==> src/lcc_pkg.sv <==
// ---------------------------------------------------------------------------
// lcc_pkg: shared types and constants of the continuation cache
// entry count, index width and the structs passed between the cells and
// the control logic
// ---------------------------------------------------------------------------
package lcc_pkg;

    localparam int ENTRIES  = 16;
    localparam int IDX_W    = (ENTRIES > 1) ? $clog2(ENTRIES) : 1;
    localparam int ID_W     = 64;
    localparam int REV_W    = 64;
    localparam int START_W  = 32;
    localparam int HANDLE_W = 32;
    localparam int COUNT_W  = 16;
    localparam int STAMP_W  = 64;

    // scan token, travels one cell per cycle
    typedef struct packed {
        logic                active;
        logic                hit;
        logic [IDX_W-1:0]    hit_idx;
        logic [HANDLE_W-1:0] hit_handle;
        logic [COUNT_W-1:0]  hit_count;
        logic                has_inv;
        logic [IDX_W-1:0]    inv_idx;
        logic                has_vic;
        logic [IDX_W-1:0]    vic_idx;
        logic [STAMP_W-1:0]  vic_stamp;
    } t_token;

    // lookup key, broadcast to every cell
    typedef struct packed {
        logic [ID_W-1:0]    id;
        logic [REV_W-1:0]   rev;
        logic [START_W-1:0] start;
    } t_key;

    // write-back command, broadcast to every cell
    typedef struct packed {
        logic                en;
        logic                fill;
        logic [IDX_W-1:0]    idx;
        logic [HANDLE_W-1:0] handle;
        logic [COUNT_W-1:0]  count;
        logic [STAMP_W-1:0]  stamp;
    } t_write;

endpackage

==> src/lcc_cell.sv <==
// ---------------------------------------------------------------------------
// lcc_cell: one cache entry with its slice of the scan
// holds tag, data, valid and stamp, folds its entry into the passing token
// ---------------------------------------------------------------------------
module lcc_cell (
    input  logic                 i_clk,
    input  logic                 i_rst_n,
    input  logic [lcc_pkg::IDX_W-1:0] i_index,
    input  lcc_pkg::t_key        i_key,
    input  lcc_pkg::t_token      i_tok,
    input  lcc_pkg::t_write      i_wr,
    output lcc_pkg::t_token      o_tok
);
    import lcc_pkg::*;

    logic                r_valid;
    logic [ID_W-1:0]     r_id;
    logic [REV_W-1:0]    r_rev;
    logic [START_W-1:0]  r_start;
    logic [HANDLE_W-1:0] r_handle;
    logic [COUNT_W-1:0]  r_count;
    logic [STAMP_W-1:0]  r_stamp;
    t_token              r_tok;
    t_token              n_tok;
    logic                w_match;

    assign w_match = r_valid && (r_id == i_key.id) && (r_rev == i_key.rev)
                     && (r_start == i_key.start);

    always_comb begin
        n_tok = i_tok;
        if (i_tok.active && !i_tok.hit) begin
            if (w_match) begin
                n_tok.hit        = 1'b1;
                n_tok.hit_idx    = i_index;
                n_tok.hit_handle = r_handle;
                n_tok.hit_count  = r_count;
            end else if (!r_valid) begin
                n_tok.has_inv = 1'b1;
                n_tok.inv_idx = i_index;
            end else if (!i_tok.has_vic || (r_stamp < i_tok.vic_stamp)) begin
                n_tok.has_vic   = 1'b1;
                n_tok.vic_idx   = i_index;
                n_tok.vic_stamp = r_stamp;
            end
        end
    end

    always_ff @(posedge i_clk) begin
        if (!i_rst_n) begin
            r_tok <= '0;
        end else begin
            r_tok <= n_tok;
        end
    end

    // entry storage, only valid is cleared
    always_ff @(posedge i_clk) begin
        if (!i_rst_n) begin
            r_valid <= 1'b0;
        end else if (i_wr.en && (i_wr.idx == i_index) && i_wr.fill) begin
            r_valid <= 1'b1;
        end
    end

    always_ff @(posedge i_clk) begin
        if (i_wr.en && (i_wr.idx == i_index)) begin
            r_stamp <= i_wr.stamp;
            if (i_wr.fill) begin
                r_id     <= i_key.id;
                r_rev    <= i_key.rev;
                r_start  <= i_key.start;
                r_handle <= i_wr.handle;
                r_count  <= i_wr.count;
            end
        end
    end

    assign o_tok = r_tok;

endmodule

==> config.mk <==
export PLATFORM = sky130hd
export DESIGN_NAME = lcc_cell
export DESIGN_NICKNAME = d
export VERILOG_FILES = /design/src/lcc_pkg.sv /design/src/lcc_cell.sv
export SDC_FILE = /design/constraint.sdc
export NUM_CORES = 1
export LEC_CHECK = 0
export ABC_AREA = 1
export BUFFER_PORTS_ARGS = -buffer_cell sky130_fd_sc_hd__buf_2
export CORE_MARGIN = 8
export CORE_UTILIZATION = 47
export CTS_CLUSTER_SIZE = 12
export DETAILED_ROUTE_END_ITERATION = 8
export GPL_ROUTABILITY_DRIVEN = 0
export PLACE_DENSITY = 0.84
export SKIP_CTS_REPAIR_TIMING = 1
export SLEW_MARGIN = 20
export SYNTH_ARGS = -nofsm -noshare
export SYNTH_HDL_FRONTEND = slang
export SYNTH_SLANG_ARGS = --single-unit
export TNS_END_PERCENT = 5
==> constraint.sdc <==
create_clock -name i_clk -period 12.95 [get_ports i_clk]
set_input_delay 3.2375 -clock i_clk [delete_from_list [all_inputs] [get_ports i_clk]]
set_output_delay 3.2375 -clock i_clk [all_outputs]
set_load 0.02 [all_outputs]
==> run summary, run 1 <==
The synthesized netlist contains 29 unique library cells. After synthesis, flip-flops and latches occupy 58.5% of the total area. The logs give 43 for the number of buffers created by CTS and 48.5% for the sequential cell fraction of total power. Clock-pin slew was measured on the worst setup and hold paths at 0.06 ns. The run gives 0 as the count of final max-slew check failures. For this design the top-level I/O count stands at 540.

For the pin with the worst max-slew slack, the measured transition is 1.10 ns. After detailed routing, the number of remaining DRC violations is 0. On the critical path, the stage with the largest delay is an instance of sky130_fd_sc_hd__buf_4. Synthesis produced a netlist whose cell count is 2042. Root cell of the clock tree: sky130_fd_sc_hd__clkbuf_16. The region available for standard cell placement spans 38600 sq um. Data arrives at the worst endpoint at 6.89 ns. The internal power of the cells totals 0.00224 W.

The run finished with clean final reports. After synthesis the cells add up to 18400 sq um. Combinational cells account for 10.0% of the total power. The max-cap violation count was 0; the number of DRC markers in iteration 0 was 1566. Setup violations remaining at the end of the flow were counted as 0.

The area enclosed by the die boundary is 45700 sq um. The net count of the finished layout is 3054. Across the VDD grid, the largest voltage drop is 0.000140 V.

The number of cells on the worst hold path works out to 1. For hold timing, the worst endpoint is o_tok[74]. For this design the static power due to leakage is 11.7 nW. Setup repair after global routing left no endpoint under its margin.

The switching part of the total power was 24.1%. The layout overhead on the synthesized area came out at 24.7%. Post-placement worst setup slack: 5.69 ns. The worst setup path is launched from an input port. Detailed placement finished with a half-perimeter wire length of 41800 um. The die is 214 um tall. TritonCTS built the clock tree. The number of global-route vias before repair was 15.6k; the post-synthesis area per instance was 9.00 sq um. Dividing the detail-routed via count by the number of cells gives 4.95.

The count of cells along the worst register-to-register path is 16, and the maximum number of pins on one net before global-route repair is 128. The run gives 149 MHz as the fmax. In this design, the stage delay of the slowest critical-path cell is 0.91 ns. The logs give 0 for the number of warnings issued by yosys and 23.0% for the overall global routing resource usage. For the number of H-tree levels, the log shows 2. The final setup skew was 0.0210 ns; the power density relative to cell area was 129 nW/um^2.

Synthesis inferred 401 register bits. The tools report the maximum clock insertion buffer count as 3. Capture point of the worst reg-to-reg path: o_tok[66]. The clock reaches the later pin of the worst-skew pair after 0.57 ns.

The total overflow left after global routing is 0. The initial utilization of the core area, before any placement, comes to 47.6%. Per report_power, the clock group accounts for 41.4% of the total. The first global-routing pass estimated 81900 um of wire. The maximum fanout along the worst path is 127.

After floorplanning, the core was divided into 72 placement rows. The detail route stage leaves a number of antenna-violating nets equal to 0. The endpoint type of the worst setup path is a flop.

Chip width: 214 um. Measured against its own limit, the worst slew margin works out to 26.9%. Number of failing hold endpoints at the final stage: 0. The path category of the worst min-delay check is flop to flop.

Detailed routing inserted a total of 15.6k vias. The run gives 9.65 ns as the worst-case register-to-register setup slack. The average wire per cell in the routed design was 17.7 um. The share of layout cells above drive strength 1 is 23.9%, and the number of buffers added on ports is 539. The number of nets in the synthesized netlist is 2517. Summed over all failing endpoints, the final setup total negative slack is 0 ns. The ratio of final minimum period to clock period was 51.8%; the routed wire length was 56100 um. STA puts the critical path data required time at 13.13 ns. The run gives 401 as the number of sinks on the clock net. In this run the critical register-to-register path is launched from r_stamp[5]. In this run the most critical hold path is launched from r_count[0]. For the number of antenna violations at the first check in global routing, the log shows 34. The critical path is of the input port to flop type.

For this design the total switching power over the nets is 0.000710 W. Traced cell by cell, the critical path runs through buf_2, inv_1, o21ai_0, a221oi_1, nand2_1, nor3_4, buf_4, nand2_1, inv_8, buf_4. Once routing completed, OpenROAD measured the worst setup slack at 6.24 ns. The post-route minimum period works out to 6.71 ns. For this run, the detailed router's first-pass iteration total came to 9.
==> flip-flops by register name, indices dropped and copies added, names as in the netlist <==
register and count:
o_tok 128, r_count 16, r_handle 32, r_id 64, r_rev 64, r_stamp 64, r_start 32, r_valid 1
==> synthesized netlist by cell type <==
| library cell | number | area, sq um |
|---|---|---|
| sky130_fd_sc_hd__a221oi_1 | 1 | 8.76 |
| sky130_fd_sc_hd__a21oi_1 | 159 | 796 |
| sky130_fd_sc_hd__nand4_1 | 8 | 50.1 |
| sky130_fd_sc_hd__nand2_2 | 1 | 6.26 |
| sky130_fd_sc_hd__nor3_1 | 5 | 25.0 |
| sky130_fd_sc_hd__nand3_2 | 1 | 10.0 |
| sky130_fd_sc_hd__or2_2 | 12 | 75.1 |
| sky130_fd_sc_hd__buf_6 | 16 | 180 |
| sky130_fd_sc_hd__o21ai_0 | 31 | 155 |
| sky130_fd_sc_hd__o21a_1 | 53 | 398 |
| sky130_fd_sc_hd__nand2_1 | 501 | 1880 |
| sky130_fd_sc_hd__clkbuf_1 | 15 | 56.3 |
| sky130_fd_sc_hd__o21bai_1 | 1 | 7.51 |
| sky130_fd_sc_hd__nor2_2 | 1 | 6.26 |
| sky130_fd_sc_hd__xor2_1 | 20 | 175 |
| sky130_fd_sc_hd__nand3b_1 | 2 | 15.0 |
| sky130_fd_sc_hd__buf_1 | 8 | 30.0 |
| sky130_fd_sc_hd__buf_4 | 5 | 37.5 |
| sky130_fd_sc_hd__buf_2 | 10 | 50.1 |
| sky130_fd_sc_hd__nor2_1 | 202 | 758 |
| sky130_fd_sc_hd__edfxtp_1 | 272 | 8170 |
| sky130_fd_sc_hd__nand3_1 | 77 | 385 |
| sky130_fd_sc_hd__nand2b_1 | 1 | 6.26 |
| sky130_fd_sc_hd__o21ai_1 | 2 | 10.0 |
| sky130_fd_sc_hd__inv_1 | 437 | 1640 |
| sky130_fd_sc_hd__xnor2_1 | 8 | 70.1 |
| sky130_fd_sc_hd__dfxtp_1 | 129 | 2580 |
| sky130_fd_sc_hd__nor3_2 | 1 | 10.0 |
| sky130_fd_sc_hd__ha_1 | 63 | 788 |
==> stage by stage <==
stage	cells	cell area (sq um)	total power [W]	util, %	hold WS, ns
after global routing	3157	22900	0.00305	59.3	0.478
after CTS	3132	22800	0.00297	59.1	0.457
after global placement	3052	21500	0.00173	55.5	0.436
after detailed placement	3052	21500	0.00175	55.5	0.444
after floorplan	2042	18400	0.00161	-	0.434
final	3162	22900	0.00295	59.3	0.459
==> logic make-up (layout without fill, tap and decap cells) <==
kind of cell | after synthesis | count (layout) | share of synthesized area [%]
and+or+nand+nor | 812 | 812 | 17.6
buffers and inverters | 491 | 1063 | 10.9
adders and majority gates | 63 | 63 | 4.29
AOI/OAI and AO/OA | 247 | 247 | 7.48
xor gates and xnor gates | 28 | 28 | 1.33
DFF | 401 | 401 | 58.5
other | 0 | 30 | 0
==> power by group through the flow <==
stage          registers, W  clock network, W  logic (W)
6_report            0.00143           0.00122   0.000297
5_1_grt             0.00143           0.00129   0.000328
4_1_cts             0.00143           0.00124   0.000295
3_5_place_dp        0.00146                 0   0.000292
3_3_place_gp        0.00146                 0   0.000279
2_1_floorplan       0.00148                 0   0.000123
==> metal layers <==
metal	track usage (%)	part of all wire (%)	vias to the layer above	wire length (um)
li1	-	-	7522	-
met1	25.5	36	7140	20100
met2	38.8	50	771	27800
met3	7.25	9.4	197	5250
met4	13.4	5.0	18	2820
met5	0	0.20	-	110
==> worst max path at each step <==
stage | start | endpoint | slack [ns] | cells past startpoint
global placement | i_index[0] | r_count[15] | 5.75 | 10
finish | i_index[0] | r_handle[24] | 6.24 | 10
floorplan | i_index[0] | r_count[0] | 1.89 | 7
detailed placement | i_index[0] | r_count[15] | 5.69 | 10
global route | i_index[0] | r_handle[22] | 5.99 | 10
CTS | i_index[0] | r_handle[22] | 6.29 | 10
==> layout by cell type, fill, tap and decap left out, types with 2 or more instances in the layout <==
master | Yosys | final
sky130_fd_sc_hd__xnor2_1 | 8 | 8
sky130_fd_sc_hd__clkbuf_8 | 0 | 3
sky130_fd_sc_hd__bufinv_16 | 0 | 3
sky130_fd_sc_hd__clkinv_2 | 0 | 4
sky130_fd_sc_hd__nand4_1 | 8 | 8
sky130_fd_sc_hd__nor3_1 | 5 | 4
sky130_fd_sc_hd__nand2_1 | 501 | 501
sky130_fd_sc_hd__dfxtp_1 | 129 | 129
sky130_fd_sc_hd__nand3_1 | 77 | 77
sky130_fd_sc_hd__buf_4 | 5 | 7
sky130_fd_sc_hd__o21ai_0 | 31 | 31
sky130_fd_sc_hd__diode_2 | 0 | 30
sky130_fd_sc_hd__edfxtp_1 | 272 | 272
sky130_fd_sc_hd__nor2_1 | 202 | 202
sky130_fd_sc_hd__buf_2 | 10 | 539
sky130_fd_sc_hd__o21a_1 | 53 | 53
sky130_fd_sc_hd__xor2_1 | 20 | 20
sky130_fd_sc_hd__nand3b_1 | 2 | 2
sky130_fd_sc_hd__ha_1 | 63 | 63
sky130_fd_sc_hd__clkbuf_16 | 0 | 44
sky130_fd_sc_hd__inv_6 | 0 | 2
sky130_fd_sc_hd__clkbuf_1 | 15 | 22
sky130_fd_sc_hd__or2_2 | 12 | 12
sky130_fd_sc_hd__inv_1 | 437 | 435
sky130_fd_sc_hd__o21ai_1 | 2 | 2
sky130_fd_sc_hd__a21oi_1 | 159 | 158
==> worst max-delay path, delay by kind of cell <==
| kind | cells | cell delay (ns) |
|---|---|---|
| buffers and inverters | 5 | 2.54 |
| AOI/OAI and AO/OA | 2 | 0.32 |
| and+or+nand+nor | 3 | 0.61 |
==> final cells by class <==
class	count	area [sq um]
antenna	30	75.1
clock buffer	69	1220
clock inverter	11	150
fill	3050	15700
inverter	437	1650
multi-input combinational	1150	5670
sequential	401	10800
tap	518	648
timing repair buffer	546	2750
Power figures use the tool's default switching activity.
==> run 2, diff against run 1 <==
--- a/config.mk
+++ b/config.mk
@@ -7,12 +7,12 @@
 export LEC_CHECK = 0
 export ABC_AREA = 1
 export BUFFER_PORTS_ARGS = -buffer_cell sky130_fd_sc_hd__buf_2
-export CORE_MARGIN = 8
-export CORE_UTILIZATION = 47
+export CORE_AREA = 8 8 203 205
 export CTS_CLUSTER_SIZE = 12
 export DETAILED_ROUTE_END_ITERATION = 8
+export DIE_AREA = 0 0 211 213
 export GPL_ROUTABILITY_DRIVEN = 0
-export PLACE_DENSITY = 0.84
+export PLACE_DENSITY = 0.83
 export SKIP_CTS_REPAIR_TIMING = 1
 export SLEW_MARGIN = 20
 export SYNTH_ARGS = -nofsm -noshare
==> constraint.sdc (replaced) <==
create_clock -name i_clk -period 6.63 [get_ports i_clk]
set_input_delay 1.6575 -clock i_clk [delete_from_list [all_inputs] [get_ports i_clk]]
set_output_delay 1.6575 -clock i_clk [all_outputs]
set_load 0.02 [all_outputs]
==> run 2 against run 1 <==
Sequential power increased by 96%. Final area about the same. Global-route usage grew 0.13 points. Clock skew rose by 0.0014 ns. Clock power rose by 90%. Non-clock buffer count up 3. Power rose by 93%. First-iteration DRC count fell by 14%. Via count decreased by 1.1%. Final cell count did not move. Hold slack lost 0.0028 ns.
==> run summary, run 2 (synthesis results as in run 1) <==
The average wire per cell in the routed design is 17.3 um (-2.2%), and the peak ir drop on the vdd network is 0.000210 V (+50%). The total half-perimeter wirelength after legalization and detailed placement is 41800 um (about the same), and the fmax is 259 MHz. The standby leakage power is 11.7 nW (about the same), and the number of buffers created by CTS is 44 (+2.3%). For the number of nets in the layout, the log shows 3058 (+0.13%). The run finished with clean final reports. TritonCTS built the clock tree.

Traced cell by cell, the critical path runs through buf_2, inv_1, ha_1, a21oi_1, o21ai_0, nand2_1, nand3_1, nand2_1, nand2_1, a21oi_1, nand2_1, nand2_4, buf_4, nand3_1, nand2_1, nor2_1. The effective utilization at floorplan is 48.2% (+0.67 points), and the worst slew margin relative to its limit is 26.9% (-0.040 points). The layout overhead on the synthesized area was 24.8% (about the same). The run gives 32 (-5.9%) as the number of antenna violations at the first check in global routing. The number of cells on the worst hold path was 1 (unchanged).

Leaving out fill and tap cells, the most frequent cell in the layout is sky130_fd_sc_hd__buf_2. The number of global-route vias before repair was 15.8k (+1.2%). Leaving out fill and tap cells, the most frequent cells in the layout are sky130_fd_sc_hd__buf_2 (539), sky130_fd_sc_hd__nand2_1 (501), sky130_fd_sc_hd__inv_1 (435).

The remaining design rule violation count is 0 (unchanged), and the count of final max-slew check failures is 0 (unchanged). The number of rows in the core area is 72 (unchanged), and the ratio of final minimum period to clock period is 58.3%. Number of H-tree levels: 2 (unchanged). The critical path depth is 16 (+6).

The number of primary I/O pins is 540 (unchanged). Path category of the worst min-delay check: flop to flop. The run gives 4.31 ns (-2.58 ns) as the arrival time of the worst setup path.

For the insertion delay to the later sink of the worst-skew pair, the log shows 0.56 ns (about the same). The cell sitting at the root of the clock tree is a sky130_fd_sc_hd__clkbuf_16. The final-layout setup total negative slack was 0 ns (unchanged). The actual slew at the worst max-slew pin works out to 1.10 ns (+0.000600 ns). For the via count, the log shows 15.5k (-1.1%). The number of failing hold endpoints at the final stage is 0 (unchanged), and the vertical extent of the die is 213 um (-0.36%).

STA classifies the critical path startpoint as an input port. The overall power of the completed layout was 0.00569 W (+93%). The count of cells along the worst register-to-register path is 13 (-3). Slowest stage cell on the critical path: sky130_fd_sc_hd__buf_4.

The delay of the slowest cell on the worst path came out at 0.56 ns (-0.35 ns). For the routed wire length, the log shows 54800 um (-2.2%). The number of buffers added on ports was 539 (unchanged). The run gives 7.08 ns (-6.05 ns) as the endpoint required time on the critical path. The number of buffers and inverters on the critical path came out at 3 (-2). By startpoint and endpoint, the worst setup path is classified as input port to flop.

The share of layout cells above drive strength 1 works out to 24.0% (+0.13 points). The worst setup path is captured at a flop. The final global-route overflow total came out at 0 (unchanged). Mean number of vias per cell: 4.89 (-1.1%).

Number of flip-flops in the largest register: 128 (unchanged). The run gives 1342 (-14%) as the number of DRC markers in iteration 0. The post-route minimum period was 3.86 ns. The final design area excluding fillers came out at 22900 sq um (about the same).

The area after detailed placement is 21500 sq um (+0.15%). On the critical path the largest part of the delay comes from simple AND/OR/NAND/NOR gates. The run gives 0.456 ns (-0.00281 ns) as the hold slack. The tools report the number of optimization iterations in the first detailed-route pass as 7 (-2). The run gives 3 (unchanged) as the maximum clock insertion buffer count.

Overall global routing resource usage: 23.2% (+0.13 points). Maximum fanout along the worst path: 56 (-56%). The chip width works out to 211 um (-1.3%).

Setup repair after global routing left no endpoint under its margin. The area enclosed by the die boundary was 44900 sq um (-1.6%); the clock transition at the registers of the reported paths was 0.06 ns (about the same). The most numerous cell type found on the critical path is sky130_fd_sc_hd__nand2_1. The max-cap violation count was 0 (unchanged).

The area of the core is 38100 sq um (-1.4%). For the setup-violating endpoint count in the final report, the log shows 0 (unchanged). The number of sinks on the clock net is 401 (unchanged). The post-route core utilization was 60.2% (+0.88 points). The post-route antenna net violation count was 0 (unchanged); the final setup skew was 0.0224 ns (+0.00138 ns). The power density relative to cell area was 248 nW/um^2 (+93%).

The maximum number of pins on one net before global-route repair was 107 (-16%); the wire length of the first global-routing pass was 81900 um (about the same).
[run 2: path summary, 6_finish.rpt]
check / startpoint / endpoint / slack [ns]
min: r_count[3] / o_tok[77] / 0.46
max reg2reg: r_stamp[63] / o_tok[67] / 3.60
min reg2reg: r_count[3] / o_tok[77] / 0.46
max: i_tok[51] / o_tok[65] / 2.77
[run 2: per-layer routing]
layer  part of all wire [%]  up-vias  GRT usage, %
li1                       -     7525             -
met1                     37     6982          26.6
met2                     48      763          38.4
met3                    9.7      191          6.56
met4                    5.6       10          14.0
met5                   0.10        -             0
[run 2: layout make-up]
class | instances | area, sq um
Sequential cell | 401 | 10800
Timing Repair Buffer | 549 | 2790
Inverter | 437 | 1640
Multi-Input combinational cell | 1150 | 5670
Clock inverter | 12 | 75.1
Fill cell | 3062 | 15200
Clock buffer | 68 | 1290
Antenna cell | 27 | 67.6
Tap cell | 518 | 648
[run 2: stage by stage]
stage	instances	setup WS, ns
finish	3162	2.77
global route	3160	2.52
CTS	3135	2.83
detailed placement	3055	2.24
global placement	3055	2.36
floorplan	2042	0.00943
[run 2: report_power, final]
part	switching, W	internal (W)	leakage (nW)
Combinational	0.000347	0.000229	7.47
Clock	0.000983	0.00134	0.668
Sequential	0.0000359	0.00276	3.53
[run 2: worst reg2reg max path, cell delays in order (launching register included)]
cell and delay, ns:
sky130_fd_sc_hd__edfxtp_1 0.44, sky130_fd_sc_hd__ha_1 0.33, sky130_fd_sc_hd__nand2_1 0.07, sky130_fd_sc_hd__nor2_1 0.22, sky130_fd_sc_hd__nand4_1 0.19, sky130_fd_sc_hd__nor2_1 0.14, sky130_fd_sc_hd__nand3_1 0.10, sky130_fd_sc_hd__nor2_1 0.14
sky130_fd_sc_hd__nand2_1 0.07, sky130_fd_sc_hd__nand2_1 0.10, sky130_fd_sc_hd__nand2_4 0.34, sky130_fd_sc_hd__buf_4 0.46, sky130_fd_sc_hd__a21oi_1 0.26, sky130_fd_sc_hd__nor2_1 0.08
==> run 3, diff against run 2 <==
--- a/config.mk
+++ b/config.mk
@@ -5,12 +5,12 @@
 export SDC_FILE = /design/constraint.sdc
 export NUM_CORES = 1
 export LEC_CHECK = 0
-export ABC_AREA = 1
+export ABC_AREA = 0
 export BUFFER_PORTS_ARGS = -buffer_cell sky130_fd_sc_hd__buf_2
-export CORE_AREA = 8 8 203 205
+export CORE_MARGIN = 8
+export CORE_UTILIZATION = 46
 export CTS_CLUSTER_SIZE = 12
 export DETAILED_ROUTE_END_ITERATION = 8
-export DIE_AREA = 0 0 211 213
 export GPL_ROUTABILITY_DRIVEN = 0
 export PLACE_DENSITY = 0.83
 export SKIP_CTS_REPAIR_TIMING = 1
==> constraint.sdc (replaced) <==
create_clock -name i_clk -period 3.44 [get_ports i_clk]
set_input_delay 0.86 -clock i_clk [delete_from_list [all_inputs] [get_ports i_clk]]
set_output_delay 0.86 -clock i_clk [all_outputs]
set_load 0.02 [all_outputs]
==> run 3 against run 2 <==
Non-clock buffer count up 13. Setup slack got worse by 2.4 ns. Power rose by 91%. Routed wire length down 5.3%. Final cell count is 24% lower. Final area fell by 5.1%. Combinational power increased by 73%. Largest power group unchanged.
==> run summary, run 3 <==
The run finished with clean final reports. The worst setup path is captured at a flop. In this run the critical register-to-register path is launched from r_stamp[1]. The count of final max-slew check failures is 0 (unchanged). The routed wire length is 52000 um (-5.3%), and the number of nets in the layout is 2352 (-23%). The number of H-tree levels came out at 2 (unchanged). For the synthesized net count, the log shows 1782 (-29%).

The number of enable flip-flop cells after synthesis was 272 (unchanged). The endpoint required time on the critical path was 3.91 ns (-3.17 ns); the area after detailed placement was 20300 sq um (-5.4%). The critical path in this run is classified as input port to flop. The number of DRC markers in iteration 0 was 1047 (-22%); the chip width was 208 um (-1.6%).

The area enclosed by the die boundary is 43100 sq um (-4.1%). The maximum fanout along the worst path was 30 (-46%). The number of buffers added on ports is 539 (unchanged). In the synthesized netlist, the cells that appear most often are sky130_fd_sc_hd__edfxtp_1 (272), sky130_fd_sc_hd__nand2_1 (145), sky130_fd_sc_hd__dfxtp_1 (129), sky130_fd_sc_hd__mux2i_1 (124), sky130_fd_sc_hd__inv_1 (121).

The standby leakage power came out at 9.55 nW (-18%). Share of cell area taken by muxes after synthesis: 7.35% (+7.3 points). The logs give 0.0109 W (+91%) for the overall power of the completed layout and 0 (unchanged) for the post-route antenna net violation count.

The number of warnings issued by yosys is 0 (unchanged), and the post-synthesis area per instance is 12.9 sq um (+44%). Compound-gate portion of the synthesized area: 5.40% (-2.1 points). Dominant register cell in the synthesized netlist: sky130_fd_sc_hd__edfxtp_1. The insertion delay to the later sink of the worst-skew pair was 0.55 ns (about the same); the setup-violating endpoint count in the final report was 0 (unchanged). The min-delay analysis places its worst path in the category input port to flop. The final global-route overflow total is 0 (unchanged). The tools report the total half-perimeter wirelength after legalization and detailed placement as 40500 um (-3.1%). Number of failing hold endpoints at the final stage: 0 (unchanged). The share of the synthesized area in the top cell type was 48.4% (+3.9 points); the number of cells produced by synthesis was 1307 (-36%). The run gives 0 (unchanged) as the max-cap violation count. The effective utilization at floorplan was 46.5% (-1.8 points). For the maximum clock insertion buffer count, the log shows 3 (unchanged).

Leaving out fill and tap cells, the most frequent cells in the layout are sky130_fd_sc_hd__buf_2 (538), sky130_fd_sc_hd__edfxtp_1 (272), sky130_fd_sc_hd__nand2_1 (145). The run gives -0.179 ns (-2.42 ns) as the post-placement worst setup slack. The vertical extent of the die came out at 208 um (-2.5%). For the unique cell type count in the Yosys netlist, the log shows 44 (+52%). The netlist area before placement came out at 16900 sq um (-8.1%).

The register bit count reported by yosys was 401 (unchanged). By instance count, the leading cell after synthesis is sky130_fd_sc_hd__edfxtp_1. Final design area excluding fillers: 21800 sq um (-5.1%).

The most critical setup path has its startpoint at i_tok[49]. The peak ir drop on the vdd network is 0.000404 V (+92%). The run gives 0.351 ns (-2.41 ns) as the minimum setup slack in the final design. The clock transition at the registers of the reported paths was 0.06 ns (about the same); the area share of fa/ha/maj cells after synthesis was 4.67% (+0.38 points).

Number of global-route vias before repair: 13.2k (-17%). In this run the most critical hold path is launched from i_wr[27]. The final setup skew was 0.0149 ns (-0.00751 ns). The XOR/XNOR share of the synthesized area was 3.94% (+2.6 points); the number of rows in the core area was 70 (-2.8%). The synthesized design spends more area on one cell type than any other, namely sky130_fd_sc_hd__edfxtp_1. The number of flip-flops in the largest register was 128 (unchanged). The mean number of vias per cell works out to 5.23 (+6.9%).

The maximum number of pins on one net before global-route repair is 85 (-21%), and the wire length of the first global-routing pass is 77100 um (-5.9%). For the finished layout, the period the worst path requires is 3.09 ns. Setup repair after global routing left no endpoint under its margin. Fraction of the yosys area taken by sequential cells: 63.6% (+5.2 points). The power density relative to cell area was 499 nW/um^2 (+100%).

The share of synthesized flip-flops with an asynchronous set or reset came out at 0% (unchanged). Remaining design rule violation count: 0 (unchanged). TritonCTS built the clock tree. The tools report the number of buffers created by CTS as 42 (-4.5%).

Root cell of the clock tree: sky130_fd_sc_hd__clkbuf_16. Average wire per cell in the routed design: 21.7 um (+25%). The actual slew at the worst max-slew pin was 0.908 ns (-0.189 ns); the share of layout cells above drive strength 1 was 32.8% (+8.8 points). The simple-gate share of the synthesized area is 11.2% (-6.3 points). Leading cell type in the layout, fill and taps excluded: sky130_fd_sc_hd__buf_2. The run gives 36300 sq um (-4.6%) as the area of the core. In the finished design, the share of the clock period the worst path needs comes to 89.8%. The worst slew margin relative to its limit is 39.5% (+13 points).

The logs give 3.56 ns (-0.75 ns) for the arrival time of the worst setup path and 540 (unchanged) for the number of primary I/O pins. By area, the combinational part of the netlist is dominated by simple AND/OR/NAND/NOR gates. The number of antenna violations at the first check in global routing was 22 (-31%); the layout overhead on the synthesized area was 28.8%. The overall global routing resource usage is 22.9% (-0.29 points). The tools report the startpoint type of the worst setup path as an input port. The logs give 12.5k (-19%) for the via count and 401 (unchanged) for the number of sinks on the clock net. Yosys attributes the largest share of cell area to sky130_fd_sc_hd__edfxtp_1 (48%), sky130_fd_sc_hd__dfxtp_1 (15%), sky130_fd_sc_hd__mux2i_1 (7.3%). The run gives 324 MHz as the fmax.

The number of optimization iterations in the first detailed-route pass was 5 (-2).
[run 3: changes by cell type after synthesis, moves of 20 or more]
cell	previous run	this run
sky130_fd_sc_hd__o22ai_1	0	20
sky130_fd_sc_hd__nor4_1	0	20
sky130_fd_sc_hd__xnor2_1	8	59
sky130_fd_sc_hd__inv_1	437	121
sky130_fd_sc_hd__nand3_1	77	9
sky130_fd_sc_hd__o21ai_0	31	6
sky130_fd_sc_hd__o21a_1	53	3
sky130_fd_sc_hd__nor2_1	202	8
sky130_fd_sc_hd__a21oi_1	159	20
sky130_fd_sc_hd__nand2b_1	1	24
sky130_fd_sc_hd__nand2_1	501	145
sky130_fd_sc_hd__mux2i_1	0	124
sky130_fd_sc_hd__nand4_1	8	34
sky130_fd_sc_hd__nor2b_1	0	118
[run 3: layout make-up]
| type | count | area (sq um) |
|---|---|---|
| fill | 2772 | 14600 |
| antenna | 19 | 47.5 |
| sequential | 401 | 10800 |
| clock inverter | 6 | 51.3 |
| multi-input combinational | 746 | 5560 |
| inverter | 124 | 465 |
| clock buffer | 72 | 1320 |
| timing repair buffer | 562 | 2990 |
| tap | 468 | 586 |
[run 3: worst max-delay path, cell delays in order]
cell and delay [ns]:
sky130_fd_sc_hd__buf_2 0.09, sky130_fd_sc_hd__inv_1 0.04, sky130_fd_sc_hd__ha_1 0.30, sky130_fd_sc_hd__a21o_1 0.19, sky130_fd_sc_hd__nand3_1 0.08, sky130_fd_sc_hd__a21oi_1 0.06, sky130_fd_sc_hd__a2111oi_0 0.42, sky130_fd_sc_hd__o21ai_0 0.14
sky130_fd_sc_hd__o31a_1 0.32, sky130_fd_sc_hd__nor3_2 0.48, sky130_fd_sc_hd__buf_12 0.31, sky130_fd_sc_hd__mux2i_1 0.25
[run 3: kinds of logic after synthesis]
family                   count (synthesis)
flip-flops                             401
AND/OR/NAND/NOR                        366
buffers and inverters                  160
multiplexers                           124
AO/OA/AOI/OAI                          117
XOR/XNOR                                76
adder cells (fa/ha/maj)                 63
[run 3: through the flow]
stage,utilization (%),hold slack [ns],TNS (ns),instances
6_report,59.9,0.481,0,2398
5_1_grt,59.9,0.455,0,2397
4_1_cts,59.7,0.444,0,2379
3_5_place_dp,56.0,0.496,-7.61,2301
3_3_place_gp,56.0,0.479,-3.32,2301
2_1_floorplan,-,0.475,-647.83,1307
[run 3: power breakdown]
group / total [W] / internal, W / switching [W] / leakage [nW]
logic: 0.000998 / 0.000437 / 0.000561 / 5.36
registers: 0.00537 / 0.00531 / 0.0000658 / 3.53
clock network: 0.00449 / 0.00267 / 0.00182 / 0.667
[run 3: worst paths after layout]
check	end	slack, ns	cells past startpoint
max reg2reg	o_tok[49]	0.39	9
max	o_tok[49]	0.35	12
min reg2reg	o_tok[93]	0.50	2
min	r_stamp[27]	0.48	1
[run 3: metal layers]
metal,routed length [um],vias to the layer above,part of all wire [%],track usage (%)
met5,33,-,0.064,0
met4,1840,6,3.5,10.7
met3,4300,114,8.3,5.93
met2,26000,624,50,39.4
met1,19800,6000,38,26.5
li1,-,5801,-,-
